**config.mk**
```make
export PLATFORM = sky130hd
export DESIGN_NAME = boot_image_header_validator
export DESIGN_NICKNAME = d
export VERILOG_FILES = /design/src/hdl/bihv_pkg.sv /design/src/hdl/boot_image_header_validator.sv /design/src/hdl/bihv_stream.sv /design/src/hdl/bihv_verdict.sv
export SDC_FILE = /design/constraint.sdc
export NUM_CORES = 1
export LEC_CHECK = 0
export BUFFER_PORTS_ARGS = -buffer_cell sky130_fd_sc_hd__buf_2
export CORE_MARGIN = 3
export CORE_UTILIZATION = 25
export CTS_BUF_LIST = sky130_fd_sc_hd__clkbuf_4 sky130_fd_sc_hd__clkbuf_8
export DETAILED_ROUTE_END_ITERATION = 6
export HOLD_SLACK_MARGIN = 0.02
export PLACE_DENSITY = 0.37
export SETUP_SLACK_MARGIN = 0.02
export SYNTH_ARGS = -nofsm -noshare
export SYNTH_HDL_FRONTEND = slang
export SYNTH_HIERARCHICAL = 1
export SYNTH_SLANG_ARGS = --single-unit
```
**constraint.sdc**
```tcl
create_clock -name i_clk -period 7.1 [get_ports i_clk]
set_input_delay 0.355 -clock i_clk [delete_from_list [all_inputs] [get_ports i_clk]]
set_output_delay 0.355 -clock i_clk [all_outputs]
set_load 0.05 [all_outputs]
```
**src/hdl/bihv_pkg.sv**
```systemverilog
package bihv_pkg;

    localparam int unsigned COUNT_W  = 33;
    localparam int unsigned HDR_N    = 16;
    localparam int unsigned CFG_IDX_W = 2;
    localparam int unsigned CFG_DATA_W = 32;

    localparam logic [COUNT_W-1:0] HDR_COUNT = 33'd16;
    localparam logic [COUNT_W-1:0] COUNT_MAX = {COUNT_W{1'b1}};
    localparam logic [15:0]        HDR_LEN   = 16'd16;
    localparam logic [4:0]         ENTRY_OFS = 5'd16;
    localparam logic [15:0]        CRC_POLY  = 16'h1021;

    // register indexes on the configuration port
    localparam logic [CFG_IDX_W-1:0] CFG_MAGIC   = 2'd0;
    localparam logic [CFG_IDX_W-1:0] CFG_VERSION = 2'd1;
    localparam logic [CFG_IDX_W-1:0] CFG_SEED    = 2'd2;

    // verdict codes
    localparam logic [1:0] VERDICT_OK    = 2'd0;
    localparam logic [1:0] VERDICT_RANGE = 2'd1;
    localparam logic [1:0] VERDICT_MAGIC = 2'd2;
    localparam logic [1:0] VERDICT_CRC   = 2'd3;

    typedef struct packed {
        logic [7:0] data_byte;
        logic       last_byte;
    } t_in_item;

    typedef struct packed {
        logic [1:0]  verdict;
        logic [4:0]  start_offset;
        logic [31:0] declared_size;
    } t_out_item;

    // what the stream side hands to the verdict logic for the byte being taken
    typedef struct packed {
        logic [COUNT_W-1:0] count;
        logic [15:0]        crc;
        logic [31:0]        magic;
        logic [15:0]        version;
        logic [15:0]        hdr_len;
        logic [31:0]        size_field;
        logic [15:0]        hdr_crc;
    } t_hdr_status;

    // CRC-16-CCITT, MSB first, one byte
    function automatic logic [15:0] crc16_byte(input logic [15:0] crc, input logic [7:0] b);
        logic [15:0] c;
        c = crc ^ {b, 8'h00};
        for (int i = 0; i < 8; i++) begin
            if (c[15]) begin
                c = {c[14:0], 1'b0} ^ CRC_POLY;
            end else begin
                c = {c[14:0], 1'b0};
            end
        end
        return c;
    endfunction

endpackage

```
**src/hdl/boot_image_header_validator.sv**
```systemverilog
// A verdict appears on o_out_valid in the cycle after the last byte is accepted.
// Throughput: one byte per cycle; input stalls only while a verdict waits and the
// receiver holds off. The byte-wide CRC step sits between state and verdict registers.
// Reset (synchronous, active low) clears the byte counter and the verdict valid flag
// and returns the configuration registers to their defaults; header bytes are not reset.
module boot_image_header_validator (
    input  logic                                 i_clk,
    input  logic                                 i_rst_n,
    input  logic                                 i_cfg_we,
    input  logic [bihv_pkg::CFG_IDX_W-1:0]       i_cfg_idx,
    input  logic [bihv_pkg::CFG_DATA_W-1:0]      i_cfg_data,
    input  logic                                 i_in_valid,
    output logic                                 o_in_ready,
    input  bihv_pkg::t_in_item                   i_in_item,
    output logic                                 o_out_valid,
    input  logic                                 i_out_ready,
    output bihv_pkg::t_out_item                  o_out_item
);
    import bihv_pkg::*;

    logic [31:0] r_expected_magic;
    logic [15:0] r_expected_version;
    logic [15:0] r_crc_seed;
    logic        accept;
    t_hdr_status status;

    assign accept = i_in_valid && o_in_ready;

    always_ff @(posedge i_clk) begin
        if (!i_rst_n) begin
            r_expected_magic   <= 32'd0;
            r_expected_version <= 16'd1;
            r_crc_seed         <= 16'hFFFF;
        end else if (i_cfg_we) begin
            unique case (i_cfg_idx)
                CFG_MAGIC:   r_expected_magic   <= i_cfg_data;
                CFG_VERSION: r_expected_version <= i_cfg_data[15:0];
                CFG_SEED:    r_crc_seed         <= i_cfg_data[15:0];
                default: ;
            endcase
        end
    end

    bihv_stream u_stream (
        .i_clk      (i_clk),
        .i_rst_n    (i_rst_n),
        .i_accept   (accept),
        .i_item     (i_in_item),
        .i_crc_seed (r_crc_seed),
        .o_status   (status)
    );

    bihv_verdict u_verdict (
        .i_clk              (i_clk),
        .i_rst_n            (i_rst_n),
        .i_take             (accept && i_in_item.last_byte),
        .i_status           (status),
        .i_expected_magic   (r_expected_magic),
        .i_expected_version (r_expected_version),
        .i_out_ready        (i_out_ready),
        .o_in_ready         (o_in_ready),
        .o_out_valid        (o_out_valid),
        .o_out_item         (o_out_item)
    );

endmodule

```
**src/hdl/bihv_stream.sv**
```systemverilog
module bihv_stream (
    input  logic                  i_clk,
    input  logic                  i_rst_n,
    input  logic                  i_accept,
    input  bihv_pkg::t_in_item    i_item,
    input  logic [15:0]           i_crc_seed,
    output bihv_pkg::t_hdr_status o_status
);
    import bihv_pkg::*;

    logic [COUNT_W-1:0] r_count;
    logic [COUNT_W-1:0] n_count;
    logic [COUNT_W-1:0] count_inc;
    logic [15:0]        r_crc;
    logic [15:0]        n_crc;
    logic [15:0]        crc_base;
    logic [7:0]         r_hdr [HDR_N];
    logic [31:0]        size_field;

    assign size_field = {r_hdr[11], r_hdr[10], r_hdr[9], r_hdr[8]};

    // seed is picked up on the first byte of each image
    assign crc_base  = (r_count == '0) ? i_crc_seed : r_crc;
    assign count_inc = (r_count == COUNT_MAX) ? r_count : r_count + 1'b1;

    always_comb begin
        if (r_count >= HDR_COUNT && r_count < {1'b0, size_field}) begin
            n_crc = crc16_byte(crc_base, i_item.data_byte);
        end else begin
            n_crc = crc_base;
        end
    end

    always_comb begin
        n_count = r_count;
        if (i_accept) begin
            n_count = i_item.last_byte ? '0 : count_inc;
        end
    end

    always_ff @(posedge i_clk) begin
        if (!i_rst_n) begin
            r_count <= '0;
        end else begin
            r_count <= n_count;
        end
    end

    always_ff @(posedge i_clk) begin
        if (i_accept) begin
            r_crc <= n_crc;
        end
    end

    always_ff @(posedge i_clk) begin
        if (i_accept && r_count < HDR_COUNT) begin
            r_hdr[r_count[3:0]] <= i_item.data_byte;
        end
    end

    // header bytes 14 and 15 are never read, so the byte written this cycle needs no bypass
    assign o_status.count      = count_inc;
    assign o_status.crc        = n_crc;
    assign o_status.magic      = {r_hdr[3], r_hdr[2], r_hdr[1], r_hdr[0]};
    assign o_status.version    = {r_hdr[5], r_hdr[4]};
    assign o_status.hdr_len    = {r_hdr[7], r_hdr[6]};
    assign o_status.size_field = size_field;
    assign o_status.hdr_crc    = {r_hdr[13], r_hdr[12]};

    a_sat_hold: assert property (@(posedge i_clk) disable iff (!i_rst_n)
        (r_count == COUNT_MAX && !(i_accept && i_item.last_byte)) |=> r_count == COUNT_MAX)
        else $error("byte counter left saturation");

    a_clear_on_last: assert property (@(posedge i_clk) disable iff (!i_rst_n)
        (i_accept && i_item.last_byte) |=> r_count == '0)
        else $error("byte counter not cleared after last byte");

    a_hdr_no_crc: assert property (@(posedge i_clk) disable iff (!i_rst_n)
        (i_accept && r_count < HDR_COUNT) |-> n_crc == crc_base)
        else $error("header byte went through the CRC");

endmodule

```
**src/hdl/bihv_verdict.sv**
```systemverilog
module bihv_verdict (
    input  logic                  i_clk,
    input  logic                  i_rst_n,
    input  logic                  i_take,
    input  bihv_pkg::t_hdr_status i_status,
    input  logic [31:0]           i_expected_magic,
    input  logic [15:0]           i_expected_version,
    input  logic                  i_out_ready,
    output logic                  o_in_ready,
    output logic                  o_out_valid,
    output bihv_pkg::t_out_item   o_out_item
);
    import bihv_pkg::*;

    logic      r_valid;
    t_out_item r_item;
    t_out_item n_item;

    always_comb begin
        n_item.start_offset  = '0;
        n_item.declared_size = '0;
        if (i_status.count < HDR_COUNT) begin
            n_item.verdict = VERDICT_RANGE;
        end else begin
            n_item.declared_size = i_status.size_field;
            priority if (i_status.magic != i_expected_magic) begin
                n_item.verdict = VERDICT_MAGIC;
            end else if (i_status.version != i_expected_version ||
                         i_status.hdr_len != HDR_LEN ||
                         i_status.size_field <= {16'd0, i_status.hdr_len} ||
                         {1'b0, i_status.size_field} > i_status.count) begin
                n_item.verdict = VERDICT_RANGE;
            end else if (i_status.crc != i_status.hdr_crc) begin
                n_item.verdict = VERDICT_CRC;
            end else begin
                n_item.verdict      = VERDICT_OK;
                n_item.start_offset = ENTRY_OFS;
            end
        end
    end

    // output register doubles as the skid stage
    assign o_in_ready = !r_valid || i_out_ready;

    always_ff @(posedge i_clk) begin
        if (!i_rst_n) begin
            r_valid <= 1'b0;
        end else if (i_take) begin
            r_valid <= 1'b1;
        end else if (i_out_ready) begin
            r_valid <= 1'b0;
        end
    end

    always_ff @(posedge i_clk) begin
        if (i_take) begin
            r_item <= n_item;
        end
    end

    assign o_out_valid = r_valid;
    assign o_out_item  = r_item;

    a_take_valid: assert property (@(posedge i_clk) disable iff (!i_rst_n)
        i_take |=> r_valid)
        else $error("verdict lost");

    a_entry_ok: assert property (@(posedge i_clk) disable iff (!i_rst_n)
        r_valid |-> ((r_item.verdict == VERDICT_OK) == (r_item.start_offset == ENTRY_OFS)))
        else $error("entry offset does not match verdict");

    a_size_sane: assert property (@(posedge i_clk) disable iff (!i_rst_n)
        (r_valid && (r_item.verdict == VERDICT_OK || r_item.verdict == VERDICT_CRC))
        |-> r_item.declared_size > 32'd16)
        else $error("passing header with short image size");

endmodule
```
Word level (Yosys, flattened, before mapping)
Memory sizes are Yosys's and may differ from the RTL's.
Cells that the tools add are included.
- latch bits: 0
- logic and storage cells: 76
- register bits after elaboration: 153
- output and inout port bits: 41
- RAM bits: 128
- ROM bits: 0
- memories kept: 1
- input port bits: 48
- add/subtract/negate cells: 1
- $lt $le $gt $ge: 6
- eq/ne operators: 7
- reduce and logical (&&, ||, !) cells: 16
- multiply operators: 0
- shift-type cells: 0
- divide/modulo/power cells: 0
- bitwise logic cells: 9
- muxes and demuxes: 27
- memories (name ; depth ; width ; read ports ; clocked after memory_dff ; write ports ; line ; RTL):
    u_stream.r_hdr ; 16 ; 8 ; 14 ; 0 ; 1 ; bihv_stream.sv:17 ; logic [7:0] r_hdr [HDR_N];
- operators with widths (operator ; number):
    $mux 16 ; 9
    $mux 13 ; 8
    $lt 33x5->1 const B ; 2
    $mux 33 ; 2
    $add 33x1->33 const B ; 1
    $eq 33x33->1 const B ; 1
    $ge 33x5->1 const B ; 1
    $gt 32x33->1 ; 1
    $logic_not 33->1 ; 1
    $lt 33x32->1 ; 1
    $le 32x16->1 ; 1
    $ne 16x16->1 ; 2
    $ne 32x32->1 ; 1
    $not 3->3 ; 8
    $ne 16x5->1 const B ; 1
    $xor 16x16->16 ; 1
    $mux 2 ; 3
    $reduce_and 2->1 ; 3
    $mux 5 ; 1
    $logic_and 1x1->1 ; 4
    $logic_or 1x1->1 ; 4
    $mux 1 ; 4
    $reduce_or 3->1 ; 1
    $eq 2x1->1 const B ; 1
    4 further kinds ; 4

Logic depth before layout (Yosys ltp)
- depth after elaboration: 31
- mapped depth: 17
- mapped depth without buffers: 15

Modules after synthesis
The synthesis kept the hierarchy.
- modules (own cells, without submodules) (module ; cells an instance ; instances ; area each (um2) ; sequential area each (um2)):
    bihv_stream ; 716 ; 1 ; 8349.3 ; 4504.3
    bihv_verdict ; 364 ; 1 ; 3408.3 ; 1071.0
    boot_image_header_validator ; 269 ; 1 ; 2661.3 ; 1281.2

Worst setup path before layout
No wires, ideal clock.
- kind: reg2reg
- start: reg u_stream.r_count[14]
- end: reg u_verdict.r_item, in the netlist u_verdict/o_out_item[37], data pin
- cell stages (with the launch flop): 17
- buffers on the path: 2
- library setup time: 0.259 ns
- period minus slack after synthesis: 3.753 ns
- setup slack: 3.347 ns
- data arrival time: 3.495 ns
- required time: 6.841 ns
- cells stage by stage: dfxtp_1 -> buf_2 -> nand4_1 -> nor4_4 -> nand2_2 -> or3_1 -> buf_4 -> nand2_2 -> nor2_1 -> xor2_1 -> inv_1 -> ha_1 -> nand4_1 -> nor3_1 -> nand3_1 -> a2111o_1 -> o31a_1
- RTL lines (item ; line ; RTL):
    start, declared ; bihv_stream.sv:11 ; logic [COUNT_W-1:0] r_count;
    start signal, assigned ; bihv_stream.sv:45 ; r_count <= n_count;
    end signal, assigned ; bihv_verdict.sv:57 ; r_item <= n_item;
    end, declared ; bihv_verdict.sv:16 ; t_out_item r_item;

==> metrics.csv <==
metric,value,unit
outcome,finished clean,
pin count of the biggest net entering global routing,60,
Fillers,5910,
"Slowest-stage cell, CP",o41a_1,
Worst-Skew Late Latency,0.63,ns
starting density of the core,25.4,%
worst path bufs/invs,1,
htree depth,2,
setup_tns,0,ns
leakage,6.15,nW
clk buf depth,3,
syn_area_per_cell,10.7,µm²
routed vias,10536,
Required @ worst endpoint,7.49,ns
Net Sw Power,0.918,mW
top-area cell type share of the netlist area,33.9,%
count of cell types in the netlist,77,
RePlAce Congestion,0.794,
fmax,206,MHz
asr flop ratio synth,0,%
met1 usage,21.9,%
first-pass GRT wire length,69.6,mm
M3 GR Usage,2.29,%
post-DR vias/cell,4.68,
crit-path max FO,16,
power density cells,211,nW/µm²
fin util,29.5,%
slew margin rel.,20.1,%
layout cells sized above 1,15.1,%
Final Hold Fails,0,
Max Slew Vio Count,0,
Mapped Area,14400,µm²
Num CTS Buffers,50,
gr busiest metal,met2,
#FFs+latches synth,261,
gr ovfl total,0,
Synth area leaders,"edfxtp_1, dfxtp_1, ha_1",
CTS Root Cell,clkbuf_8,
CP arrival,5.25,ns
Synth Instances,1349,
P&R area growth vs syn,16.2,%
Setup WS post-layout,2.23,ns
drt pass-1 iters,4,
# IOs,89,
Die Ht,246,µm
Total Wirelength,47.2,mm
nets@finish,1584,
Main synth FF type,edfxtp_1,
"commonest non-fill, non-tap cell in the layout",edfxtp_1,
Reg power frac,47.0,%
Routed wire per std cell,20.9,µm
DRT iter0 DRCs,545,
"Power, Total",3.54,mW
CP Capture Type,register,
CP startpoint kind,register,
row cnt,87,
Worst-path clk slew,0.06,ns
Clock Skews,0.0250,ns
"most used cell, CP",nor4_1,
Max VDD drop,0.113,mV
endpoints failing setup,0,
initial antenna violation count,4,
met2 usage,24.3,%
sw frac,25.9,%
post-route ant nets,0,
most frequent cells in the layout,"edfxtp_1, nand2_1, inv_1",
clock network power share,44.5,%
Comb pwr share,8.6,%
critical-path cell list,ha_1 -> a21o_1 -> a2111oi_0 -> nor2_1 -> nor4_1 -> o41a_1 -> mux2i_1 -> xnor2_1 -> nand4_1 -> nor4_1 -> inv_1 -> o31a_1,
kind of cell adding the most delay to the critical path,compound AO/OA/AOI/OAI gates,
post-synthesis sequential area ratio,47.6,%
Die ar.,60600,µm²
Setup CP Type,reg2reg,
HPWL Detailed,33.1,mm
Die X,246,µm
CTS Sinks,261,
Max Cap Viol,0,
DRC viols,0,
CTS tree,built,
Post-CTS Setup Inserts,0,
Tot GR Track Use,15.5,%
Final period util,68.5,%
Yosys warnings,6,
setup slack at placement,2.26,ns
RSZ-0062 raised after global routing,false,
Worst Max-Slew Pin Slew,1.20,ns
core area,56700,µm²
"slowest stage delay, CP",1.00,ns
top cell type by total area after synthesis,edfxtp_1,
PortBufs,84,
vias in the first global route,10607,
crit path time final,4.87,ns
Post-synth EDFFs,163,
P_int,2.62,mW
path category of the worst min-delay check,in2reg,
worst min-delay path, stage by stage:
cell	delay (ns)
buf_2	0.09
nand4b_1	0.13
o211ai_2	0.10
state kept, by name, indices dropped and copies added, names as in the netlist:
register               cells
u_stream/r_hdr           112
u_verdict/o_out_item      35
u_stream/r_count          33
r_expected_magic          32
r_crc_seed                16
r_expected_version        16
u_stream/r_crc            16
u_verdict/o_out_valid      1
power groups by stage:
stage	Sequential [mW]	Clock [mW]	Combinational, mW
final	1.66	1.57	0.304
after global routing	1.67	1.71	0.328
after CTS	1.66	1.64	0.309
after detailed placement	1.70	0	0.297
after global placement	1.70	0	0.298
after floorplan	1.71	0	0.176
through the flow:
stage	area (µm²)	hold slack, ns	instances
2_1_floorplan	14400	0.447	1352
3_3_place_gp	15400	0.463	2131
3_5_place_dp	15400	0.467	2131
4_1_cts	16800	0.0226	2251
5_1_grt	16800	0.0539	2251
6_report	16800	0.0732	2253
cell type report:
type | instances | area, µm² | share of cell area (%)
clock inverter | 17 | 131 | 0.784
tap | 756 | 946 | 5.64
timing repair buffer | 116 | 728 | 4.35
antenna | 2 | 5.00 | 0.0299
sequential | 261 | 6860 | 40.9
multi-input combinational | 917 | 6770 | 40.4
inverter | 107 | 402 | 2.40
clock buffer | 77 | 922 | 5.50
cells in the mapped netlist (6+ instances only):
cell type	number
nand4b_1	15
o211ai_1	8
o211ai_2	10
xnor2_1	90
a31oi_1	11
and2_1	17
and4_1	10
or3_1	6
nor4_2	6
dfxtp_1	98
ha_1	83
o32ai_1	8
nand3_1	23
a21o_1	8
mux2i_1	83
nor2_1	43
nand4_1	44
nor3_1	15
xor2_1	19
buf_4	8
buf_6	13
and3_1	16
clkbuf_1	29
o21ai_0	39
o21a_1	6
inv_1	107
edfxtp_1	163
nand2b_1	9
nor2b_1	60
nor4_1	25
nand2_1	130
a21oi_1	57
buf_2	16
per-layer routing:
layer	share of wire [%]	wire length, µm	vias to the layer above
li1	-	-	5071
met1	48	22900	5117
met2	45	21100	272
met3	4.3	2010	76
met4	2.5	1180	0
met5	0	0	-
cell families after synthesis:
group	synth area share (%)
AO/OA/AOI/OAI	9.10
multiplexers	5.76
adder cells (fa/ha/maj)	7.20
buffers and inverters	5.67
flip-flops	47.6
AND/OR/NAND/NOR	17.5
XOR/XNOR	7.15
other	0.0260
final timing paths:
| kind | start | to | slack, ns | cells after the start |
|---|---|---|---|---|
| hold / removal | i_cfg_data[13] | r_crc_seed[13]$_SDFFE_PN1P_ | 0.07 | 3 |
| setup reg to reg | u_stream/r_count[28]$_SDFFE_PN0P_ | u_verdict/o_out_item[37]$_SDFFCE_PP1P_ | 2.23 | 12 |
| hold reg to reg | r_expected_version[13]$_SDFFE_PN0P_ | r_expected_version[13]$_SDFFE_PN0P_ | 0.47 | 2 |
| setup / recovery | u_stream/r_count[28]$_SDFFE_PN0P_ | u_verdict/o_out_item[37]$_SDFFCE_PP1P_ | 2.23 | 12 |
what timing repair did:
item | 4_1_cts | 5_1_grt
resized for setup | 0 | 0
endpoints found under the hold margin | 26 | 0
hold buffers | 26 | 0
Note: power is estimated with default switching activity, not from simulation.
